--- src/design/cau_pkg.sv ---
// shared constants and operation codes of the complex arithmetic unit
package cau_pkg;

  localparam int DEF_DATA_WIDTH = 32;
  localparam int DEF_FRAC_BITS  = 16;
  localparam int PORT_W         = 32;
  localparam int MAX_FRAC_BITS  = 31;

  typedef enum logic [2:0] {
    OP_ADD   = 3'd0,
    OP_MUL   = 3'd1,
    OP_DIV   = 3'd2,
    OP_MAGSQ = 3'd3,
    OP_MAG   = 3'd4
  } op_e;

endpackage

--- src/design/cau_iter_stage.sv ---
// one registered step of the divider lanes and the square root lane
module cau_iter_stage #(
  parameter int DATA_WIDTH = cau_pkg::DEF_DATA_WIDTH,
  parameter int SIDE_W     = 1
) (
  input  logic                      clk_i,
  input  logic                      rst_ni,
  input  logic                      en_i,
  input  logic                      valid_i,
  input  logic [SIDE_W-1:0]         side_i,
  input  logic [2*DATA_WIDTH-1:0]   den_i,
  input  logic [2*DATA_WIDTH:0]     rem_re_i,
  input  logic [DATA_WIDTH-1:0]     nlo_re_i,
  input  logic [DATA_WIDTH-1:0]     q_re_i,
  input  logic [2*DATA_WIDTH:0]     rem_im_i,
  input  logic [DATA_WIDTH-1:0]     nlo_im_i,
  input  logic [DATA_WIDTH-1:0]     q_im_i,
  input  logic [DATA_WIDTH+2:0]     sq_rem_i,
  input  logic [DATA_WIDTH-1:0]     sq_root_i,
  input  logic [2*DATA_WIDTH-1:0]   sq_x_i,
  output logic                      valid_o,
  output logic [SIDE_W-1:0]         side_o,
  output logic [2*DATA_WIDTH-1:0]   den_o,
  output logic [2*DATA_WIDTH:0]     rem_re_o,
  output logic [DATA_WIDTH-1:0]     nlo_re_o,
  output logic [DATA_WIDTH-1:0]     q_re_o,
  output logic [2*DATA_WIDTH:0]     rem_im_o,
  output logic [DATA_WIDTH-1:0]     nlo_im_o,
  output logic [DATA_WIDTH-1:0]     q_im_o,
  output logic [DATA_WIDTH+2:0]     sq_rem_o,
  output logic [DATA_WIDTH-1:0]     sq_root_o,
  output logic [2*DATA_WIDTH-1:0]   sq_x_o
);

  localparam int W   = DATA_WIDTH;
  localparam int RW  = 2 * W + 1;
  localparam int SQW = W + 3;

  // restoring step: shift in one numerator bit, subtract the divisor if it fits
  function automatic logic [RW:0] div_step(input logic [RW-1:0] rem,
                                           input logic          nbit,
                                           input logic [2*W-1:0] den);
    logic [RW-1:0] sh;
    logic [RW-1:0] dx;
    sh = {rem[RW-2:0], nbit};
    dx = RW'(den);
    if (sh >= dx) begin
      div_step = {sh - dx, 1'b1};
    end else begin
      div_step = {sh, 1'b0};
    end
  endfunction

  logic              valid_q;
  logic [SIDE_W-1:0] side_q;
  logic [2*W-1:0]    den_q;
  logic [RW-1:0]     rem_re_q, rem_re_d, rem_im_q, rem_im_d;
  logic [W-1:0]      nlo_re_q, nlo_im_q, q_re_q, q_im_q;
  logic              bit_re, bit_im;
  logic [SQW-1:0]    sq_rem_q, sq_rem_d, sq_sh, sq_trial;
  logic [W-1:0]      sq_root_q;
  logic              sq_bit;
  logic [2*W-1:0]    sq_x_q;

  always_comb begin
    {rem_re_d, bit_re} = div_step(rem_re_i, nlo_re_i[W-1], den_i);
    {rem_im_d, bit_im} = div_step(rem_im_i, nlo_im_i[W-1], den_i);
  end

  // digit by digit square root, two radicand bits a step
  always_comb begin
    sq_sh    = {sq_rem_i[SQW-3:0], sq_x_i[2*W-1:2*W-2]};
    sq_trial = SQW'({sq_root_i, 2'b01});
    sq_bit   = (sq_sh >= sq_trial);
    sq_rem_d = sq_bit ? (sq_sh - sq_trial) : sq_sh;
  end

  always_ff @(posedge clk_i or negedge rst_ni) begin
    if (!rst_ni) begin
      valid_q <= 1'b0;
    end else if (en_i) begin
      valid_q <= valid_i;
    end
  end

  always_ff @(posedge clk_i) begin
    if (en_i) begin
      side_q    <= side_i;
      den_q     <= den_i;
      rem_re_q  <= rem_re_d;
      rem_im_q  <= rem_im_d;
      q_re_q    <= {q_re_i[W-2:0], bit_re};
      q_im_q    <= {q_im_i[W-2:0], bit_im};
      nlo_re_q  <= {nlo_re_i[W-2:0], 1'b0};
      nlo_im_q  <= {nlo_im_i[W-2:0], 1'b0};
      sq_rem_q  <= sq_rem_d;
      sq_root_q <= {sq_root_i[W-2:0], sq_bit};
      sq_x_q    <= {sq_x_i[2*W-3:0], 2'b00};
    end
  end

  assign valid_o   = valid_q;
  assign side_o    = side_q;
  assign den_o     = den_q;
  assign rem_re_o  = rem_re_q;
  assign rem_im_o  = rem_im_q;
  assign nlo_re_o  = nlo_re_q;
  assign nlo_im_o  = nlo_im_q;
  assign q_re_o    = q_re_q;
  assign q_im_o    = q_im_q;
  assign sq_rem_o  = sq_rem_q;
  assign sq_root_o = sq_root_q;
  assign sq_x_o    = sq_x_q;

endmodule

--- config.mk ---
export PLATFORM = sky130hd
export DESIGN_NAME = cau_iter_stage
export DESIGN_NICKNAME = d
export VERILOG_FILES = /design/src/design/cau_pkg.sv /design/src/design/cau_iter_stage.sv
export SDC_FILE = /design/constraint.sdc
export NUM_CORES = 1
export LEC_CHECK = 0
export ABC_AREA = 1
export BUFFER_PORTS_ARGS = -buffer_cell sky130_fd_sc_hd__buf_2
export CAP_MARGIN = 10
export CORE_AREA = 2 2 357 359
export DETAILED_ROUTE_END_ITERATION = 16
export DIE_AREA = 0 0 359 361
export PLACE_DENSITY = 0.5
export SETUP_SLACK_MARGIN = 0.2
export SYNTH_ARGS = -nofsm -noshare
export SYNTH_HDL_FRONTEND = slang
export SYNTH_SLANG_ARGS = --single-unit
export TNS_END_PERCENT = 1
--- constraint.sdc ---
create_clock -name clk_i -period 0.8 [get_ports clk_i]
set_input_delay 0 -clock clk_i [delete_from_list [all_inputs] [get_ports clk_i]]
set_output_delay 0 -clock clk_i [all_outputs]
set_load 0.02 [all_outputs]
[After elaboration in Yosys (flattened, before gate mapping)]
Cells that the tools add are included.
Word-level totals
  bits in registers: 451
  input bits: 458
Operators by class
  $add $sub $neg: 3
  multiplexer cells: 3
  magnitude comparators: 3
Operators by type and width (number)
  2-to-1 mux 66 bit: 2
  greater-or-equal comparator 65 x 64 -> 1 bit: 2
  subtractor 65 x 64 -> 65 bit: 2
  greater-or-equal comparator 35 x 34 -> 1 bit: 1
  2-to-1 mux 35 bit: 1
  subtractor 35 x 34 -> 35 bit: 1

[Depth between registers and ports, before layout]
  word-level depth: 2
  gate-level depth with buffers: 19
  mapped depth without buffers: 18

[Least setup slack after synthesis]
Ideal clock, no wire load.
  kind: input port to flip-flop
  from: in den_i[7]
  to: reg rem_re_q[11] (netlist: rem_re_o[11]) (data pin)
  stages: 18
  buffers on the path: 2
  setup slack: -1.061 ns
  required time: 0.547 ns
  data arrival time: 1.608 ns
  cells stage by stage: inv_1 ha_1 nand2_1 inv_1 nand2_1 nand2_1 inv_1 nand3_2 nand2_1 nand2_2 nand2_1 nand2_1 nand2_1 nand3_2 buf_12 buf_12 nand2_2 nand2_1
Between the ends
  cells in the longest elaborated chain, start to end: 2
Ends and longest elaborated chain
  start: declaration: line cau_iter_stage.sv:11  | input logic [2*DATA_WIDTH-1:0] den_i,
  subtractor 65 x 64 -> 65 bit or greater-or-equal comparator 65 x 64 -> 1 bit (tied branches): line cau_iter_stage.sv:48, cau_iter_stage.sv:47
  2-to-1 mux 66 bit (*): line cau_iter_stage.sv:47  | if (sh >= dx) begin
  net rem_re_d[11]: line cau_iter_stage.sv:57  | logic [RW-1:0] rem_re_q, rem_re_d, rem_im_q, rem_im_d;
  end signal: assignment: line cau_iter_stage.sv:90  | rem_re_q <= rem_re_d;
  end: declaration: line cau_iter_stage.sv:57
The timed path passes the listed nets; every way through them passes the cells marked *.
A chain may end at the register's enable or synchronous reset.

[Worst setup path in the final report]
  from: in den_i[51]
  to: reg rem_re_q[27] (netlist: rem_re_o[27]) (data pin)
Between the ends
  cells in the longest elaborated chain, start to end: 2
Ends and longest elaborated chain (line)
  greater-or-equal comparator 65 x 64 -> 1 bit: cau_iter_stage.sv:47
  2-to-1 mux 66 bit: cau_iter_stage.sv:47
  net rem_re_d[27]: cau_iter_stage.sv:57
The timed path passes the listed nets, and every way through them passes these cells.

==> results_dict.tcl <==
set metrics [dict create \
    dp_worst_setup_slack_ns -1.86 \
    fmax_mhz 557 \
    die_area_mm2 0.130 \
    power.total_mw 87.9 \
    placed_cells 7555 \
    power.switching_mw 30.3 \
    final_cell_count_no_fill 8152 \
    routed_wl_um 165000 \
    holdWs_ns -0.340 \
    clkLatencyLatePin_ns 0.62 \
    clock_path_buffers 3 \
    gp_congestion 0.972 \
    ys_seq_area_frac 0.440 \
    num-fill-cells 12800 \
    post-route-drc-count 0 \
    pwr-share-seq 0.344 \
    synth.distinct_cells 42 \
    vias 35300 \
    postLayoutSetupSlackWorst_ns -0.994 \
    async_flop_share 0.00222 \
    core_area_mm2 0.125 \
    path_cells "buf_4 > clkinvlp_4 > ha_4 > nand2_4 > inv_1 > nand2_1 > nand3_2 > a21boi_2 > o21ai_2 > buf_4 > nor2_4 > nand3_4 > buf_12 > clkbuf_16 > nand2_4 > nand2_2" \
    power_frac_clock 0.273 \
    grt_remaining_overflow 0 \
    cp_num_buf_inv 6 \
    detail_route.iter0.violations 2377 \
    io_buffers 902 \
    power.density_mw_per_mm2 1620 \
    worstHoldPathType "in -> reg" \
    vias_per_cell 4.33 \
    dieHeight_um 361 \
    rows 130 \
    syn2layout_area_growth_pct 76.4 \
    worstSetupStartpointType "input pin" \
    antenna_found_initial 27 \
    skew_ns 0 \
    dr.pass1.iters 6 \
    ys.flop_type "edfxtp_1" \
    status "finished, violations left" \
    cp.arrival_ns 2.18 \
    fin_crit_sh 2.24 \
    criticalPathCategory "in -> reg" \
    synth_edf_count 450 \
    slowest_delay_ns 0.32 \
    grt_setup_unrepaired "yes" \
    hold_viol 73 \
    clock-root-buffer "clkbuf_16" \
    drive_above_1_share 0.380 \
    h-tree-depth 2 \
    swShare 0.345 \
    worstPathMaxFanout 6 \
    maxSlewViolCount 0 \
    grt_max_degree 65 \
    setup_viol 624 \
    num_io_pins 913 \
    multi_input_area_mm2 0.0161 \
    postRouteAntennaNets 0 \
    die_w_um 359 \
    final-seq-area_mm2 0.0135 \
    drv_cap 0 \
    synth_cells 4169 \
    wire_per_inst_um 20.2 \
    cts.sinks 451 \
    combPwrFrac 0.383 \
    synth_seq_cells 451 \
    ir_worst_vdd_mv 1.64 \
    cts_tree "done" \
    grt_pass1_wl_um 231000 \
    hpwl_um 135000 \
    grt_usage 0.243 \
    grt_pass1_vias 35000 \
    yosysWarnings 0 \
    violations "negative hold slack, negative setup slack" \
    cpLargestDelayFamily "buffers and inverters" \
    numCtsBuffers 52 \
    syn_area_mm2 0.0307 \
    period_minus_slack_ns 1.79 \
    power_leakage_nw 27.6 \
    clkTransAtPathRegs_ns 0.06 \
    critical_path_required_ns 1.19 \
    crit_slowest_cell "ha_4" \
    start_util 0.245 \
    critPathCaptureType "flop" \
    synth.avg_cell_area_um2 7.37 \
    internal_power_mw 57.6 \
    nets 7072 \
]
[per-stage QoR]
stage | TNS, ns | area, um2 | utilization | hold slack, ns
CTS | -334.26 | 52400 | 0.418 | -0.411
global placement | -310.00 | 44400 | 0.354 | -0.225
floorplan | -163.70 | 31000 | - | -0.296
global route | -349.52 | 54200 | 0.432 | -0.336
detailed placement | -316.79 | 44400 | 0.354 | -0.223
finish | -315.23 | 54200 | 0.432 | -0.340
[registers in the layout, summed over array words and instances, names as in the netlist]
register	count
den_o	64
nlo_im_o	31
nlo_re_o	31
q_im_o	32
q_re_o	32
rem_im_o	65
rem_re_o	65
side_o	1
sq_rem_o	35
sq_root_o	32
sq_x_o	62
valid_o	1
[cell families (layout without fill, tap and decap cells)]
logic type | after synthesis | after routing | share of synthesized area
multiplexers | 1 | 1 | 0.000366
AO/OA/AOI/OAI | 200 | 200 | 0.0343
flip-flops | 451 | 451 | 0.440
buffers and inverters | 889 | 3204 | 0.115
adder cells (fa/ha/maj) | 164 | 164 | 0.0672
XOR/XNOR | 82 | 82 | 0.0234
other | 1 | 19 | 0.000122
AND/OR/NAND/NOR | 2381 | 2381 | 0.319
[synthesized netlist by cell type (all sizes together) (4+ instances only)]
master | count | area share
nand2 | 1767 | 0.22
inv | 835 | 0.10
edfxtp | 450 | 0.44
nor2 | 263 | 0.034
nand3 | 174 | 0.029
ha | 162 | 0.066
a21oi | 140 | 0.023
nand4 | 84 | 0.017
xor2 | 79 | 0.023
buf | 52 | 0.013
o21ai | 42 | 0.0068
nor3 | 35 | 0.0059
nand3b | 29 | 0.0071
nor4 | 14 | 0.0028
and3 | 9 | 0.0018
o21a | 7 | 0.0017
o21bai | 5 | 0.0012
a21o | 4 | 0.00098
[layer usage]
layer | part of all wire | global-route usage | routed length (um) | up-vias
met1 | 0.39 | 0.279 | 64800 | 16200
met2 | 0.51 | 0.452 | 84000 | 1207
met3 | 0.057 | 0.0421 | 9370 | 250
met4 | 0.041 | 0.0860 | 6690 | 8
li1 | - | - | - | 17600
met5 | 0.00033 | 0 | 55 | -
[tightest hold or removal path, stage by stage]
cell     delay [ns]
buf_2          0.12
nand2_1        0.05
nand2_1        0.05
[area by class of cell]
type / count / area share
antenna: 15 / 0.000692
inverter: 837 / 0.0604
sequential: 451 / 0.250
timing repair buffer: 2276 / 0.324
clock buffer: 60 / 0.0249
tap: 1650 / 0.0381
clock inverter: 31 / 0.00570
multi-input combinational: 2832 / 0.297
[power by group through the flow]
stage,Clock [mW],Combinational (mW),Sequential (mW)
6_report,24.0,33.7,30.2
5_1_grt,25.5,36.1,30.4
4_1_cts,24.7,32.2,30.2
3_5_place_dp,0,28.6,30.5
3_3_place_gp,0,28.5,30.6
2_1_floorplan,0,10.1,33.5
[timing repair]
| item | 4_1_cts | 5_1_grt |
|---|---|---|
| endpoints found under the hold margin | 696 | 121 |
| cloned | 2 | 2 |
| setup buffers | 20 | 21 |
| resized for setup | 371 | 351 |
| pin swaps | 29 | 84 |
| hold buffers | 436 | 10 |
| endpoints found under the setup margin | 620 | 620 |
[final timing paths]
| kind | from | to | slack, ns | cells past startpoint |
|---|---|---|---|---|
| max | den_i[51] | rem_re_o[27] | -0.99 | 16 |
| min | rem_im_i[53] | rem_im_o[54] | -0.34 | 3 |
| max reg2reg | valid_o | valid_o | 0.06 | 1 |
| min reg2reg | valid_o | valid_o | 0.51 | 1 |
| max in group asynchronous | rst_ni | valid_o | 0.50 | 3 |
| min in group asynchronous | rst_ni | valid_o | 0.20 | 3 |
[placed cells by master, fill, tap and decap left out, drive strengths merged]
cell         netlist  layout
clkinv             2      23
dlygate4sd3        0     446
o21ai             42      42
conb               1       4
fa                 2       2
and2               3       3
nand3            174     174
o211ai             1       1
nand2           1767    1767
and3               9       9
clkbuf             0      67
a21boi             1       1
or2                3       3
a21o               4       4
nand4             84      84
nor2             263     263
a21oi            140     140
bufinv             0       5
edfxtp           450     450
o21a               7       7
nand3b            29      29
dfrtp              1       1
xnor2              3       3
nor3              35      35
diode              0      15
inv              835     805
ha               162     162
clkinvlp           0      35
buf               52    1823
nor4              14      14
xor2              79      79
o21bai             5       5
mux2               1       1
Power figures use the tool's default switching activity.
